===== src/hw/rtl/spq_pkg.sv =====
// shared types and constants of the stable priority queue
`default_nettype none

package spq_pkg;

  localparam int unsigned CAPACITY       = 16;
  localparam int unsigned VALUE_WIDTH    = 32;
  localparam int unsigned PRIORITY_WIDTH = 16;
  localparam int unsigned COUNT_WIDTH    = $clog2(CAPACITY + 1);
  localparam int unsigned KIND_WIDTH     = 2;
  localparam int unsigned STATUS_WIDTH   = 2;

  localparam int unsigned IN_BITS        = VALUE_WIDTH + PRIORITY_WIDTH;
  localparam int unsigned IN_DATA_WIDTH  = ((IN_BITS + 7) / 8) * 8;
  localparam int unsigned OUT_BITS       = VALUE_WIDTH + PRIORITY_WIDTH + COUNT_WIDTH + 2;
  localparam int unsigned OUT_DATA_WIDTH = ((OUT_BITS + 7) / 8) * 8;

  localparam logic [KIND_WIDTH-1:0] KIND_ENQUEUE = 2'd0;
  localparam logic [KIND_WIDTH-1:0] KIND_DEQUEUE = 2'd1;
  localparam logic [KIND_WIDTH-1:0] KIND_STATUS  = 2'd2;

  localparam logic [STATUS_WIDTH-1:0] ST_OK    = 2'd0;
  localparam logic [STATUS_WIDTH-1:0] ST_EMPTY = 2'd1;
  localparam logic [STATUS_WIDTH-1:0] ST_FULL  = 2'd2;

  typedef struct packed {
    logic                      valid;
    logic [VALUE_WIDTH-1:0]    value;
    logic [PRIORITY_WIDTH-1:0] prio;
  } spq_entry_t;

  typedef struct packed {
    logic                      enq;
    logic                      deq;
    logic [VALUE_WIDTH-1:0]    value;
    logic [PRIORITY_WIDTH-1:0] prio;
  } spq_op_t;

  typedef struct packed {
    logic [STATUS_WIDTH-1:0]   status;
    logic                      is_full;
    logic                      empty_flag;
    logic [COUNT_WIDTH-1:0]    entry_count;
    logic [PRIORITY_WIDTH-1:0] front_priority;
    logic [VALUE_WIDTH-1:0]    front_value;
  } spq_result_t;

endpackage

`default_nettype wire


===== src/hw/rtl/spq_cell.sv =====
// one slot of the sorted cell chain
`default_nettype none

module spq_cell (
  input  logic                clk_i,
  input  logic                rst_ni,
  input  spq_pkg::spq_op_t    op_i,
  input  spq_pkg::spq_entry_t left_i,
  input  logic                left_keep_i,
  input  spq_pkg::spq_entry_t right_i,
  output spq_pkg::spq_entry_t entry_o,
  output spq_pkg::spq_entry_t next_o,
  output logic                keep_o
);
  import spq_pkg::*;

  spq_entry_t                entry_q, entry_d;
  logic                      valid_q;
  logic [VALUE_WIDTH-1:0]    value_q;
  logic [PRIORITY_WIDTH-1:0] prio_q;

  assign entry_q = '{valid: valid_q, value: value_q, prio: prio_q};

  assign keep_o = entry_q.valid && (entry_q.prio <= op_i.prio);

  always_comb begin
    entry_d = entry_q;
    if (op_i.enq) begin
      if (keep_o) begin
        entry_d = entry_q;
      end else if (left_keep_i) begin
        entry_d.valid = 1'b1;
        entry_d.value = op_i.value;
        entry_d.prio  = op_i.prio;
      end else begin
        entry_d = left_i;
      end
    end else if (op_i.deq) begin
      entry_d = right_i;
    end
  end

  always_ff @(posedge clk_i or negedge rst_ni) begin
    if (!rst_ni) begin
      valid_q <= 1'b0;
    end else begin
      valid_q <= entry_d.valid;
    end
  end

  always_ff @(posedge clk_i) begin
    value_q <= entry_d.value;
    prio_q  <= entry_d.prio;
  end

  assign entry_o = entry_q;
  assign next_o  = entry_d;

endmodule

`default_nettype wire


===== src/hw/rtl/spq_out_buf.sv =====
// two-deep result buffer between the cell chain and the output stream
`default_nettype none

module spq_out_buf (
  input  logic                 clk_i,
  input  logic                 rst_ni,
  input  logic                 push_i,
  input  spq_pkg::spq_result_t data_i,
  output logic                 ready_o,
  output logic                 valid_o,
  output spq_pkg::spq_result_t data_o,
  input  logic                 pop_ready_i
);
  import spq_pkg::*;

  logic        main_valid_q, main_valid_d;
  logic        skid_valid_q, skid_valid_d;
  spq_result_t main_q, main_d;
  spq_result_t skid_q, skid_d;
  logic        pop;

  assign ready_o = !skid_valid_q;
  assign pop     = main_valid_q && pop_ready_i;

  always_comb begin
    main_valid_d = main_valid_q;
    skid_valid_d = skid_valid_q;
    main_d       = main_q;
    skid_d       = skid_q;
    if (pop) begin
      if (skid_valid_q) begin
        main_d       = skid_q;
        skid_valid_d = push_i;
        skid_d       = data_i;
      end else begin
        main_valid_d = push_i;
        main_d       = data_i;
      end
    end else if (push_i) begin
      if (main_valid_q) begin
        skid_valid_d = 1'b1;
        skid_d       = data_i;
      end else begin
        main_valid_d = 1'b1;
        main_d       = data_i;
      end
    end
  end

  always_ff @(posedge clk_i or negedge rst_ni) begin
    if (!rst_ni) begin
      main_valid_q <= 1'b0;
      skid_valid_q <= 1'b0;
    end else begin
      main_valid_q <= main_valid_d;
      skid_valid_q <= skid_valid_d;
    end
  end

  always_ff @(posedge clk_i) begin
    main_q <= main_d;
    skid_q <= skid_d;
  end

  assign valid_o = main_valid_q;
  assign data_o  = main_q;

endmodule

`default_nettype wire


===== src/hw/rtl/stable_priority_queue_core.sv =====
// top level of the stable min-first priority queue built as a sorted cell chain
//
//   channel  dir  tdata                              tuser
//   s_*      in   value, priority                    kind
//   m_*      out  front value, front priority,
//                 count, empty, full                 status
//
// one beat is taken per cycle while the result buffer has room; every cell
// decides in the same cycle whether to hold, load the new entry or shift,
// and its result is registered in the result buffer before it appears on m_*.
// reset empties the chain at once; slot contents are not cleared.
// a stalled output fills the two-entry result buffer, then s_tready_o drops.
`default_nettype none

module stable_priority_queue_core (
  input  logic                               clk_i,
  input  logic                               rst_ni,
  input  logic                               s_tvalid_i,
  output logic                               s_tready_o,
  input  logic [spq_pkg::IN_DATA_WIDTH-1:0]  s_tdata_i,  // item_value, item_priority
  input  logic [spq_pkg::KIND_WIDTH-1:0]     s_tuser_i,  // kind
  output logic                               m_tvalid_o,
  input  logic                               m_tready_i,
  output logic [spq_pkg::OUT_DATA_WIDTH-1:0] m_tdata_o,  // front_value, front_priority,
                                                         // entry_count, empty_flag, is_full
  output logic [spq_pkg::STATUS_WIDTH-1:0]   m_tuser_o   // status
);
  import spq_pkg::*;

  spq_entry_t cell_entry [CAPACITY];
  spq_entry_t cell_next  [CAPACITY];
  logic       cell_keep  [CAPACITY];

  logic [COUNT_WIDTH-1:0] count_q, count_d;
  logic        accept;
  logic        full, empty;
  spq_op_t     op;
  spq_result_t result;
  logic [STATUS_WIDTH-1:0] status;
  logic        buf_ready;
  spq_result_t buf_data;

  assign s_tready_o = buf_ready;
  assign accept     = s_tvalid_i && buf_ready;
  assign full       = (count_q == COUNT_WIDTH'(CAPACITY));
  assign empty      = (count_q == '0);

  always_comb begin
    op.enq   = 1'b0;
    op.deq   = 1'b0;
    op.value = s_tdata_i[VALUE_WIDTH-1:0];
    op.prio  = s_tdata_i[VALUE_WIDTH +: PRIORITY_WIDTH];
    status   = ST_OK;
    count_d  = count_q;
    unique case (s_tuser_i)
      KIND_ENQUEUE: begin
        if (full) begin
          status = ST_FULL;
        end else begin
          op.enq  = accept;
          count_d = accept ? count_q + COUNT_WIDTH'(1) : count_q;
        end
      end
      KIND_DEQUEUE: begin
        if (empty) begin
          status = ST_EMPTY;
        end else begin
          op.deq  = accept;
          count_d = accept ? count_q - COUNT_WIDTH'(1) : count_q;
        end
      end
      default: begin
        status = ST_OK;
      end
    endcase
  end

  always_ff @(posedge clk_i or negedge rst_ni) begin
    if (!rst_ni) begin
      count_q <= '0;
    end else begin
      count_q <= count_d;
    end
  end

  for (genvar i = 0; i < CAPACITY; i++) begin : g_cell
    spq_entry_t left_entry;
    spq_entry_t right_entry;
    logic       left_keep;

    if (i == 0) begin : g_first
      assign left_entry = '0;
      assign left_keep  = 1'b1;
    end else begin : g_mid
      assign left_entry = cell_entry[i-1];
      assign left_keep  = cell_keep[i-1];
    end

    if (i == CAPACITY - 1) begin : g_last
      assign right_entry = '0;
    end else begin : g_body
      assign right_entry = cell_entry[i+1];
    end

    spq_cell u_cell (
      .clk_i       (clk_i),
      .rst_ni      (rst_ni),
      .op_i        (op),
      .left_i      (left_entry),
      .left_keep_i (left_keep),
      .right_i     (right_entry),
      .entry_o     (cell_entry[i]),
      .next_o      (cell_next[i]),
      .keep_o      (cell_keep[i])
    );
  end

  always_comb begin
    result.front_value    = cell_next[0].valid ? cell_next[0].value : '0;
    result.front_priority = cell_next[0].valid ? cell_next[0].prio : '0;
    result.entry_count    = count_d;
    result.empty_flag     = (count_d == '0);
    result.is_full        = (count_d == COUNT_WIDTH'(CAPACITY));
    result.status         = status;
  end

  spq_out_buf u_out_buf (
    .clk_i       (clk_i),
    .rst_ni      (rst_ni),
    .push_i      (accept),
    .data_i      (result),
    .ready_o     (buf_ready),
    .valid_o     (m_tvalid_o),
    .data_o      (buf_data),
    .pop_ready_i (m_tready_i)
  );

  assign m_tdata_o = OUT_DATA_WIDTH'({buf_data.is_full, buf_data.empty_flag, buf_data.entry_count,
                                      buf_data.front_priority, buf_data.front_value});
  assign m_tuser_o = buf_data.status;

endmodule

`default_nettype wire

===== config.mk =====
export PLATFORM = sky130hd
export DESIGN_NAME = stable_priority_queue_core
export DESIGN_NICKNAME = d
export VERILOG_FILES = /design/src/hw/rtl/spq_pkg.sv /design/src/hw/rtl/spq_cell.sv /design/src/hw/rtl/spq_out_buf.sv /design/src/hw/rtl/stable_priority_queue_core.sv
export SDC_FILE = /design/constraint.sdc
export NUM_CORES = 2
export LEC_CHECK = 0
export BUFFER_PORTS_ARGS = -buffer_cell sky130_fd_sc_hd__clkbuf_2
export CAP_MARGIN = 20
export CORE_MARGIN = 2
export CORE_UTILIZATION = 38
export DETAILED_ROUTE_END_ITERATION = 10
export SLEW_MARGIN = 5
export SYNTH_ARGS = -nofsm -noshare
export SYNTH_HDL_FRONTEND = slang
export SYNTH_HIERARCHICAL = 1
export SYNTH_SLANG_ARGS = --single-unit
export TNS_END_PERCENT = 30

===== constraint.sdc =====
create_clock -name clk_i -period 8.8 [get_ports clk_i]
set_clock_uncertainty 0.15 [all_clocks]
set_input_delay 1.76 -clock clk_i [delete_from_list [all_inputs] [get_ports clk_i]]
set_output_delay 1.76 -clock clk_i [all_outputs]
set_load 0.01 [all_outputs]

==> metrics.csv <==
metric,value,unit
run_status,"finished, final reports clean",
tns,0,ns
final_common_cell,inv_1,
slew_headroom,18.0,%
cp-endpoint,u_out_buf/data_o[15],
rsz0062_at_grt,false,
die_h,403,µm
fin_area,65900,µm²
worstSetupPathType,in -> reg,
required,9.24,ns
startpoint,s_tdata_i[42],
grt_max_degree,248,
num-nets-final,6717,
reg2reg_to,g_cell[14].u_cell/prio_q[2],
area_growth,8.68,%
peakVddDrop,0.153,mV
cp-start-kind,primary input,
hpwl,105,mm
clock_path_buffers,3,
cts.repair.resized,0,
wire_per_inst,18.0,µm
cts_max_level,3,
ys_warn_count,6,
vias,47300,
setup_viol,0,
antenna_found_initial,0,
p_per_area,136,nW/µm²
io_pins,114,
timing.rr.start,count_q[1],
core,158000,µm²
numCtsBuffers,105,
cp.arrival,5.41,ns
clock.fmax,201,MHz
grt_pass1_wl,254,mm
cts-root-buf,clkbuf_16,
leakagePower,28.1,nW
num_rows,146,
final_cells,8568,
final_util,41.6,%
place_area,62300,µm²
synthCells,6560,
antennaDiodeCount,0,
port_buffers,112,
clock_sinks,905,
grt.total_usage,18.4,%
clock_latency,0.73,ns
wl,154,mm
synth.cell_area,60600,µm²
min_path_type,reg -> reg,
remaining_drc_errors,0,
worstHoldPathCells,2,
post_cts_buffers,0,
layout_common_cells,"inv_1, nor2_1, mux2i_1, dfxtp_1, a211oi_1",
finalHoldViolCount,0,
avgSynthCellArea,9.24,µm²
reg2regPathDepth,10,
maxSlewViolCount,0,
rrSetupSlack,4.72,ns
path_max_fanout,49,
numPlacedInstances,8369,
first_global_vias,45500,
dieArea,163000,µm²
fin_crit_sh,56.4,%
cp-end-kind,flip-flop,
path_clk_slew,0.06,ns
dr.first_iter.drc_count,3582,
cts_hold_buf,0,
drv_cap,0,
worstMarginPinSlew,1.23,ns
layout-drive-gt1-share,15.9,%
gp_congestion,0.843,
grt_overflow_total,0,
firstDrtPassIters,6,
ant_nets,0,
die_x,403,µm
start_util,38.3,%
cts_tree,done,
post-route-min-period,4.96,ns
via_per_inst,5.52,
==> stage by stage <==
stage	setup slack (ns)	hold WS [ns]	power, mW
final	3.84	0.323	8.98
after global routing	3.64	0.357	9.28
after CTS	3.89	0.328	9.09
after detailed placement	3.11	0.318	4.60
after global placement	3.12	0.310	4.59
after floorplan	3.35	0.293	4.44
==> layout make-up <==
class	count	area, µm²
Fill cell	15300	92500
Clock inverter	30	375
Clock buffer	168	3130
Sequential cell	905	19400
Inverter	1032	3870
Timing Repair Buffer	199	1330
Tap cell	2072	2590
Multi-Input combinational cell	4162	35200
==> how the worst min path moves through the flow <==
| stage | start | to | slack [ns] |
|---|---|---|---|
| 3_3_place_gp | g_cell[15].u_cell/value_q[31] | g_cell[15].u_cell/value_q[31] | 0.31 |
| 2_1_floorplan | g_cell[15].u_cell/value_q[31] | g_cell[15].u_cell/value_q[31] | 0.29 |
| 4_1_cts | g_cell[15].u_cell/value_q[31] | g_cell[15].u_cell/value_q[31] | 0.33 |
| 5_1_grt | g_cell[15].u_cell/value_q[3] | g_cell[15].u_cell/value_q[3] | 0.36 |
| 6_report | g_cell[15].u_cell/value_q[31] | g_cell[15].u_cell/value_q[31] | 0.32 |
| 3_5_place_dp | g_cell[15].u_cell/value_q[31] | g_cell[15].u_cell/value_q[31] | 0.32 |
==> layer usage <==
| metal | GRT usage, % | routed length (µm) | vias up |
|---|---|---|---|
| li1 | - | - | 23800 |
| met1 | 27.9 | 80900 | 22500 |
| met2 | 27.6 | 65200 | 905 |
| met3 | 2.18 | 5710 | 148 |
| met4 | 3.50 | 2240 | 0 |
| met5 | 0 | 0 | - |
==> registers in the layout, indices dropped and copies added (netlist names) <==
| signal | count |
|---|---|
| count_q | 5 |
| u_out_buf/skid_q | 57 |
| g_cell.u_cell/value_q | 512 |
| g_cell.u_cell/prio_q | 256 |
| u_out_buf/skid_valid_q | 1 |
| g_cell.u_cell/valid_q | 16 |
| u_out_buf/data_o | 57 |
| u_out_buf/valid_o | 1 |
==> critical path: stages <==
cell and delay (ns):
clkbuf_2 0.30, buf_4 0.33, inv_1 0.08, ha_1 0.31, nand4_1 0.13, nor4_2 0.08, a21boi_2 0.16, a2111o_1 0.49
a21oi_4 0.17, buf_4 0.60, or2_1 0.19, buf_4 0.35, and2_1 0.23, mux2_2 0.16
==> where the power goes <==
| part | internal [mW] | switching [mW] | total (mW) | leakage [nW] |
|---|---|---|---|---|
| Clock | 2.59 | 1.87 | 4.46 | 1.71 |
| Combinational | 0.107 | 0.244 | 0.351 | 19.0 |
| Sequential | 4.17 | 0 | 4.17 | 7.33 |
Power figures use the tool's default switching activity.
